===== src/hdl/hnrc_pkg.sv =====
// ============================================================================
// Hue nearest-reference classifier: shared package
// Widths, packed types and hue constants used by the lane, merge and top files.
// ============================================================================
package hnrc_pkg;

    // Item geometry
    localparam int PIX_W     = 24;
    localparam int CHAN_W    = 8;
    localparam int NUM_REFS  = 4;
    localparam int NUM_PIX   = NUM_REFS + 1;
    localparam int HUE_W     = 9;
    localparam int CLASS_W   = 2;

    // Sector offset divider: 60 * |x - y| / d, quotient at most 60
    localparam int QUOT_W    = 6;
    localparam int DIV_STEPS = QUOT_W;
    localparam int REM_W     = CHAN_W + QUOT_W;

    // Pipeline depth from the input word to the merged result
    localparam int LANE_DEPTH  = DIV_STEPS + 2;
    localparam int MERGE_DEPTH = 2;
    localparam int PIPE_DEPTH  = LANE_DEPTH + MERGE_DEPTH;

    // Word packing
    localparam int IN_DATA_W  = NUM_PIX * PIX_W;
    localparam int RES_W      = CLASS_W + 2 * HUE_W;
    localparam int OUT_DATA_W = ((RES_W + 7) / 8) * 8;
    localparam int OUT_PAD    = OUT_DATA_W - RES_W;

    // Sector base angles
    localparam logic [HUE_W-1:0] HUE_FULL  = 9'd360;
    localparam logic [HUE_W-1:0] HUE_GREEN = 9'd120;
    localparam logic [HUE_W-1:0] HUE_BLUE  = 9'd240;

    typedef logic [HUE_W-1:0]   hue_t;
    typedef logic [CLASS_W-1:0] class_t;

    typedef enum logic [1:0] {
        SEC_RED   = 2'd0,
        SEC_GREEN = 2'd1,
        SEC_BLUE  = 2'd2
    } sector_t;

    // One stage of the per-lane hue pipeline
    typedef struct packed {
        logic [REM_W-1:0]  rem;
        logic [QUOT_W-1:0] quot;
        logic [CHAN_W-1:0] span;
        logic              neg;
        logic              grey;
        sector_t           sector;
    } div_stage_t;

    // Result word, last field in the lowest bits
    typedef struct packed {
        hue_t   hue_distance;
        hue_t   center_hue;
        class_t level_class;
    } result_t;

endpackage


===== src/hdl/hnrc_hue_lane.sv =====
// ============================================================================
// Hue lane
// Converts one RGB pixel to integer hue degrees through a restoring divider
// that resolves one quotient bit per stage.
// ============================================================================
module hnrc_hue_lane (
    input  logic                        aclk,
    input  logic                        en,
    input  logic [hnrc_pkg::PIX_W-1:0]  pixel,
    output hnrc_pkg::hue_t              hue
);
    import hnrc_pkg::*;

    logic [CHAN_W-1:0] r, g, b, mx, mn, x, y, a;
    logic [REM_W-1:0]  a_wide;
    div_stage_t        stage_reg  [DIV_STEPS+1];
    div_stage_t        stage_next [DIV_STEPS+1];
    logic [QUOT_W:0]   mag;
    hue_t              mag9;
    hue_t              hue_reg, hue_next;

    // Split the pixel, find the extremes and the sector, and scale the offset by 60.
    always_comb begin
        r = pixel[CHAN_W-1:0];
        g = pixel[2*CHAN_W-1:CHAN_W];
        b = pixel[3*CHAN_W-1:2*CHAN_W];
        mx = r;
        mn = r;
        if (g > mx) mx = g;
        if (b > mx) mx = b;
        if (g < mn) mn = g;
        if (b < mn) mn = b;
        stage_next[0].span = mx - mn;
        stage_next[0].grey = (mx == mn);
        if (mx == r) begin
            stage_next[0].sector = SEC_RED;
            x = g;
            y = b;
        end else if (mx == g) begin
            stage_next[0].sector = SEC_GREEN;
            x = b;
            y = r;
        end else begin
            stage_next[0].sector = SEC_BLUE;
            x = r;
            y = g;
        end
        stage_next[0].neg = (x < y);
        a = (x < y) ? (y - x) : (x - y);
        a_wide = REM_W'(a);
        // 60 * a as 64 * a - 4 * a
        stage_next[0].rem  = (a_wide << 6) - (a_wide << 2);
        stage_next[0].quot = '0;
    end

    // Divider steps, most significant quotient bit first.
    for (genvar j = 1; j <= DIV_STEPS; j++) begin : g_div
        logic [REM_W-1:0] trial;
        always_comb begin
            trial = REM_W'(stage_reg[j-1].span) << (DIV_STEPS - j);
            stage_next[j] = stage_reg[j-1];
            if (stage_reg[j-1].rem >= trial) begin
                stage_next[j].rem  = stage_reg[j-1].rem - trial;
                stage_next[j].quot = stage_reg[j-1].quot | (QUOT_W'(1) << (DIV_STEPS - j));
            end
        end
    end

    // A negative offset floors away from zero, so a remainder adds one.
    always_comb begin
        mag  = {1'b0, stage_reg[DIV_STEPS].quot} +
               (QUOT_W+1)'(stage_reg[DIV_STEPS].neg && (stage_reg[DIV_STEPS].rem != '0));
        mag9 = HUE_W'(mag);
        hue_next = '0;
        if (!stage_reg[DIV_STEPS].grey) begin
            case (stage_reg[DIV_STEPS].sector)
                SEC_RED:   hue_next = stage_reg[DIV_STEPS].neg ? (HUE_FULL - mag9) : mag9;
                SEC_GREEN: hue_next = stage_reg[DIV_STEPS].neg ? (HUE_GREEN - mag9)
                                                               : (HUE_GREEN + mag9);
                SEC_BLUE:  hue_next = stage_reg[DIV_STEPS].neg ? (HUE_BLUE - mag9)
                                                               : (HUE_BLUE + mag9);
                default:   hue_next = '0;
            endcase
        end
    end

    // Pipeline registers advance together under the shared enable.
    always_ff @(posedge aclk) begin
        if (en) begin
            for (int i = 0; i <= DIV_STEPS; i++) begin
                stage_reg[i] <= stage_next[i];
            end
            hue_reg <= hue_next;
        end
    end

    assign hue = hue_reg;

endmodule


===== src/hdl/hnrc_merge.sv =====
// ============================================================================
// Lane merge
// Measures the hue distances of the references to the centre and picks the
// nearest one, the lower index winning a tie.
// ============================================================================
module hnrc_merge (
    input  logic                 aclk,
    input  logic                 en,
    input  hnrc_pkg::hue_t       ref_hue [hnrc_pkg::NUM_REFS],
    input  hnrc_pkg::hue_t       center_hue,
    output hnrc_pkg::result_t    result
);
    import hnrc_pkg::*;

    hue_t    dist_reg [NUM_REFS];
    hue_t    dist_next [NUM_REFS];
    hue_t    center_reg;
    hue_t    d01, d23;
    class_t  w01, w23;
    result_t result_reg, result_next;

    // Absolute distance per reference.
    always_comb begin
        for (int k = 0; k < NUM_REFS; k++) begin
            dist_next[k] = (ref_hue[k] > center_hue) ? (ref_hue[k] - center_hue)
                                                     : (center_hue - ref_hue[k]);
        end
    end

    // Two-level minimum tree; the right side wins only when strictly nearer.
    always_comb begin
        if (dist_reg[1] < dist_reg[0]) begin
            w01 = class_t'(1);
            d01 = dist_reg[1];
        end else begin
            w01 = class_t'(0);
            d01 = dist_reg[0];
        end
        if (dist_reg[3] < dist_reg[2]) begin
            w23 = class_t'(3);
            d23 = dist_reg[3];
        end else begin
            w23 = class_t'(2);
            d23 = dist_reg[2];
        end
        result_next.center_hue = center_reg;
        if (d23 < d01) begin
            result_next.level_class  = w23;
            result_next.hue_distance = d23;
        end else begin
            result_next.level_class  = w01;
            result_next.hue_distance = d01;
        end
    end

    always_ff @(posedge aclk) begin
        if (en) begin
            dist_reg   <= dist_next;
            center_reg <= center_hue;
            result_reg <= result_next;
        end
    end

    assign result = result_reg;

endmodule


===== src/hdl/hue_nearest_reference_classifier.sv =====
// ============================================================================
// Hue nearest-reference classifier
// Five hue lanes and a merge stage classify a centre pixel by the nearest
// reference hue.
// ============================================================================
// Usage:
//   The slave channel takes one word per cycle holding five 24-bit pixels:
//   left, right, upper and lower references and then the centre sample.
//   The master channel returns one word per input word, in order, with the
//   index of the nearest reference, the centre hue and the hue distance.
//   From the accepting edge to m_tvalid a word passes the hue lanes (one
//   set-up stage, six divider stages of one quotient bit each and the hue
//   stage), the merge registers and the output register. Throughput is
//   one word per cycle while the skid register is empty; the divider
//   steps are the pipeline. While the receiver stalls, one further word
//   is caught in a skid register and s_tready then drops until it drains;
//   s_tready comes straight from a register. Reset clears all valid
//   flags, the pipeline comes up empty and s_tready is high after reset.
// ============================================================================
module hue_nearest_reference_classifier (
    input  logic                                aclk,
    input  logic                                aresetn,
    input  logic                                s_tvalid,
    output logic                                s_tready,
    // left_pixel, right_pixel, upper_pixel, lower_pixel, center_pixel
    input  logic [hnrc_pkg::IN_DATA_W-1:0]      s_tdata,
    output logic                                m_tvalid,
    input  logic                                m_tready,
    // level_class, center_hue, hue_distance, zero padding
    output logic [hnrc_pkg::OUT_DATA_W-1:0]     m_tdata
);
    import hnrc_pkg::*;

    logic                  adv;
    logic [PIPE_DEPTH-1:0] valid_reg, valid_next;
    hue_t                  ref_hue [NUM_REFS];
    hue_t                  center_hue;
    result_t               pipe_result;
    logic                  pipe_fire;
    logic                  out_valid_reg, out_valid_next;
    logic                  skid_valid_reg, skid_valid_next;
    result_t               out_reg, out_next;
    result_t               skid_reg, skid_next;

    // The whole pipeline moves whenever the skid register is free.
    assign adv      = !skid_valid_reg;
    assign s_tready = adv;

    // Reference lanes.
    for (genvar k = 0; k < NUM_REFS; k++) begin : g_ref
        hnrc_hue_lane u_lane (
            .aclk  (aclk),
            .en    (adv),
            .pixel (s_tdata[k*PIX_W +: PIX_W]),
            .hue   (ref_hue[k])
        );
    end

    // Centre lane.
    hnrc_hue_lane u_center (
        .aclk  (aclk),
        .en    (adv),
        .pixel (s_tdata[NUM_REFS*PIX_W +: PIX_W]),
        .hue   (center_hue)
    );

    hnrc_merge u_merge (
        .aclk       (aclk),
        .en         (adv),
        .ref_hue    (ref_hue),
        .center_hue (center_hue),
        .result     (pipe_result)
    );

    // Valid flags follow the words down the pipeline.
    assign valid_next = {valid_reg[PIPE_DEPTH-2:0], s_tvalid};

    always_ff @(posedge aclk) begin
        if (!aresetn) begin
            valid_reg <= '0;
        end else if (adv) begin
            valid_reg <= valid_next;
        end
    end

    // Output register with a one-word skid buffer.
    assign pipe_fire = valid_reg[PIPE_DEPTH-1] && adv;

    always_comb begin
        out_valid_next  = out_valid_reg;
        skid_valid_next = skid_valid_reg;
        out_next        = out_reg;
        skid_next       = skid_reg;
        if (m_tready || !out_valid_reg) begin
            out_valid_next  = skid_valid_reg || pipe_fire;
            out_next        = skid_valid_reg ? skid_reg : pipe_result;
            skid_valid_next = 1'b0;
        end else if (pipe_fire) begin
            skid_valid_next = 1'b1;
            skid_next       = pipe_result;
        end
    end

    always_ff @(posedge aclk) begin
        if (!aresetn) begin
            out_valid_reg  <= 1'b0;
            skid_valid_reg <= 1'b0;
        end else begin
            out_valid_reg  <= out_valid_next;
            skid_valid_reg <= skid_valid_next;
        end
    end

    always_ff @(posedge aclk) begin
        out_reg  <= out_next;
        skid_reg <= skid_next;
    end

    assign m_tvalid = out_valid_reg;
    assign m_tdata  = {{OUT_PAD{1'b0}}, out_reg};

endmodule


===== config.mk =====
export PLATFORM = sky130hd
export DESIGN_NAME = hue_nearest_reference_classifier
export DESIGN_NICKNAME = d
export VERILOG_FILES = /design/src/hdl/hnrc_pkg.sv /design/src/hdl/hnrc_hue_lane.sv /design/src/hdl/hnrc_merge.sv /design/src/hdl/hue_nearest_reference_classifier.sv
export SDC_FILE = /design/constraint.sdc
export NUM_CORES = 2
export LEC_CHECK = 0
export ABC_AREA = 1
export BUFFER_PORTS_ARGS = -buffer_cell sky130_fd_sc_hd__buf_2
export CORE_MARGIN = 3
export CORE_UTILIZATION = 47
export DETAILED_ROUTE_END_ITERATION = 16
export MAX_ROUTING_LAYER = met4
export RECOVER_POWER = 50
export SLEW_MARGIN = 20
export SYNTH_ARGS = -nofsm -noshare
export SYNTH_HDL_FRONTEND = slang
export SYNTH_SLANG_ARGS = --single-unit

===== constraint.sdc =====
create_clock -name aclk -period 46.8 [get_ports aclk]
set_input_delay 0 -clock aclk [delete_from_list [all_inputs] [get_ports aclk]]
set_output_delay 0 -clock aclk [all_outputs]
set_load 0.02 [all_outputs]

==> results.sh <==
export IMPL_worst_skew_pair_late_latency_ns=0.72
export IMPL_pwr_share_seq=0.348
export IMPL_cts_tree="yes"
export IMPL_period_needed_ns=10.78
export IMPL_yosysWarningCount=0
export IMPL_final_common_cell="nand2_1"
export IMPL_swShare=0.404
export IMPL_drv_slew=388
export IMPL_dieArea_sq_um=151000
export IMPL_yosysSeqAreaShare=0.470
export IMPL_ys_types=70
export IMPL_syn_inst=7412
export IMPL_reg2reg_depth=6
export IMPL_hold_violations=0
export IMPL_ys_ff_latch=1082
export IMPL_grt_pass1_vias=47600
export IMPL_placedInstanceArea_sq_um=71700
export IMPL_yosysTopAreaCellShare=0.466
export IMPL_period_share=0.230
export IMPL_critPathLaunchType="flip-flop"
export IMPL_synth_area_leaders="edfxtp_1 47%, ha_1 12%, nand2_1 7.6%"
export IMPL_die_h_um=389
export IMPL_crit_fanout=161
export IMPL_path_clk_slew_ns=0.06
export IMPL_design_area_sq_um=75600
export IMPL_ctsResizeCount=0
export IMPL_cts_root_buf="clkbuf_16"
export IMPL_wl_per_cell_um=14.6
export IMPL_rsz0062_at_grt="false"
export IMPL_maxCapViolCount=5
export IMPL_syn_area_sq_um=68900
export IMPL_setup_violations=0
export IMPL_layout_common_cells="1403 x nand2_1, 1114 x inv_1, 1070 x edfxtp_1"
export IMPL_leakage_uw=0.0344
export IMPL_worstPathRequired_ns=47.10
export IMPL_clock_sinks=1082
export IMPL_dr_pass1_iters=5
export IMPL_via_count=49500
export IMPL_antenna_found_initial=2
export IMPL_fin_worst_skew_ns=0.0402
export IMPL_drive_above_1_share=0.0633
export IMPL_cellPowerDensity_nw_per_um2=75.7
export IMPL_n_fill_cell=13200
export IMPL_final_nets=8416
export IMPL_drcViolationCount=0
export IMPL_core_area_sq_um=145000
export IMPL_hpwlAfterDp_um=108000
export IMPL_internal_power_uw=3410
export IMPL_die_w_um=389
export IMPL_switchingPower_uw=2310
export IMPL_cts_buffers=116
export IMPL_ys_flop_type="edfxtp_1"
export IMPL_grt_max_degree=162
export IMPL_tightest_slew_ns=5.87
export IMPL_holdPathStages=4
export IMPL_synth_enable_flop_cells=1070
export IMPL_hold_path_class="in2reg"
export IMPL_max_vdd_ir_drop_mv=0.0397
export IMPL_avgViaCountPerCell=5.16
export IMPL_syn2layout_area_growth_pct=9.63
export IMPL_drt_wl_total_um=140000
export IMPL_rows=139
export IMPL_synth_area_leader_cell="edfxtp_1"
export IMPL_grt_pass1_wl_um=231000
export IMPL_max_freq_mhz=92.8
export IMPL_p_comb_frac=0.494
export IMPL_clockPowerShare=0.158
export IMPL_gr_total_overflow=0
export IMPL_status="complete, but fails checks"
export IMPL_worstSetupPathType="reg2reg"
export IMPL_first_iter_violations=2853
export IMPL_crit_path_end_kind="flip-flop"
export IMPL_drtAntennaViolNets=0
export IMPL_place_congestion=0.921
export IMPL_groute_usage_overall=0.187
export IMPL_violations="capacitance limit, slew limit"
export IMPL_async_reset_ff_frac=0
export IMPL_io_pins=150
export IMPL_largest_register_ffs=736
export IMPL_fin_tns_setup_ns=0
export IMPL_initial_utilization=0.476
export IMPL_max_clock_path_buffers=3
export IMPL_avgSynthCellArea_sq_um=9.30
export IMPL_io_buffers=145
export IMPL_cts_htree_levels=3
export IMPL_critPathArrivalTime_ns=11.08
export IMPL_max_slew_margin=-2.94
==> per-layer routing <==
metal  vias up  track usage  part of all wire
met4         0       0.0579             0.026
met2       885        0.312              0.48
met1     22700        0.240              0.46
met5         -            -                 0
li1      25700            -                 -
met3       201       0.0218             0.038
==> power groups by stage <==
stage,registers (uW),clock network (uW),logic [uW]
2_1_floorplan,1920,0,2260
3_3_place_gp,2000,0,2760
3_5_place_dp,2010,0,2820
4_1_cts,2000,938,2840
5_1_grt,2040,979,3270
6_report,1990,907,2830
==> through the flow <==
stage / hold WS (ns) / std cells / total power (uW) / util / setup slack [ns]
4_1_cts: 0.00312 / 9595 / 5770 / 0.523 / 38.56
3_5_place_dp: 0.252 / 9370 / 4830 / 0.495 / 37.94
6_report: 0.0826 / 9597 / 5720 / 0.522 / 36.02
2_1_floorplan: 0.132 / 7415 / 4180 / - / 16.38
3_3_place_gp: 0.237 / 9370 / 4770 / 0.495 / 38.14
5_1_grt: 0.0677 / 9597 / 6290 / 0.522 / 34.58
==> what timing repair did <==
item | in CTS | in global routing
buffers inserted | 0 | 0
hold endpoints to repair | 21 | 0
endpoints found under the setup margin | 0 | 0
hold buffers | 12 | 0
==> worst paths after layout <==
path	endpoint	slack, ns	start
worst min register to register	g_ref[0].u_lane.stage_reg[5][15]	0.41	g_ref[0].u_lane.stage_reg[4][15]
worst max-delay path	g_ref[1].u_lane.stage_reg[3][17]	36.02	skid_valid_reg
worst min-delay path	g_ref[3].u_lane.stage_reg[0][11]	0.08	s_tdata[95]
worst max register to register	g_ref[1].u_lane.stage_reg[3][17]	36.02	skid_valid_reg
==> area by class of cell <==
type | instances | area (sq um) | share of cell area
diodes | 1 | 2.50 | 0.0000331
well taps | 1903 | 2380 | 0.0315
inverters | 1130 | 4240 | 0.0561
clock inverters | 76 | 763 | 0.0101
flip-flops and latches | 1082 | 32400 | 0.428
repair buffers | 172 | 913 | 0.0121
clock buffers | 137 | 3070 | 0.0407
multi-input cells | 5096 | 31800 | 0.421
==> critical path, cell delays in order (launching register included) <==
cell,delay [ns]
dfxtp_1,0.30
clkbuf_1,0.98
clkinvlp_2,5.11
clkbuf_1,2.04
buf_4,0.76
buf_4,0.47
buf_4,0.52
==> logic make-up (layout without fill, tap and decap cells) <==
family | count (synthesis) | in the layout | share of synthesized area
AOI/OAI and AO/OA | 1372 | 1372 | 0.115
xor gates and xnor gates | 390 | 390 | 0.0496
adders and majority gates | 694 | 694 | 0.132
buffers and inverters | 1237 | 1515 | 0.0690
DFF | 1082 | 1082 | 0.470
muxes | 9 | 9 | 0.00131
other | 1 | 5 | 0.0000544
and+or+nand+nor | 2627 | 2627 | 0.164
==> synth_stat cells, types with 33 or more instances <==
cell      instances
nand3_1         344
nand2_2          56
edfxtp_1       1070
nor2_1          541
ha_1            641
fa_1             53
o21ai_0         510
a221oi_1         62
nand4_1          45
clkbuf_1         77
nor3_1           66
a21oi_1         509
inv_1          1115
o211ai_1         38
a211oi_1         33
nor4_1           54
xor2_1          276
nand2_1        1403
xnor2_1         114
Power figures use the tool's default switching activity.
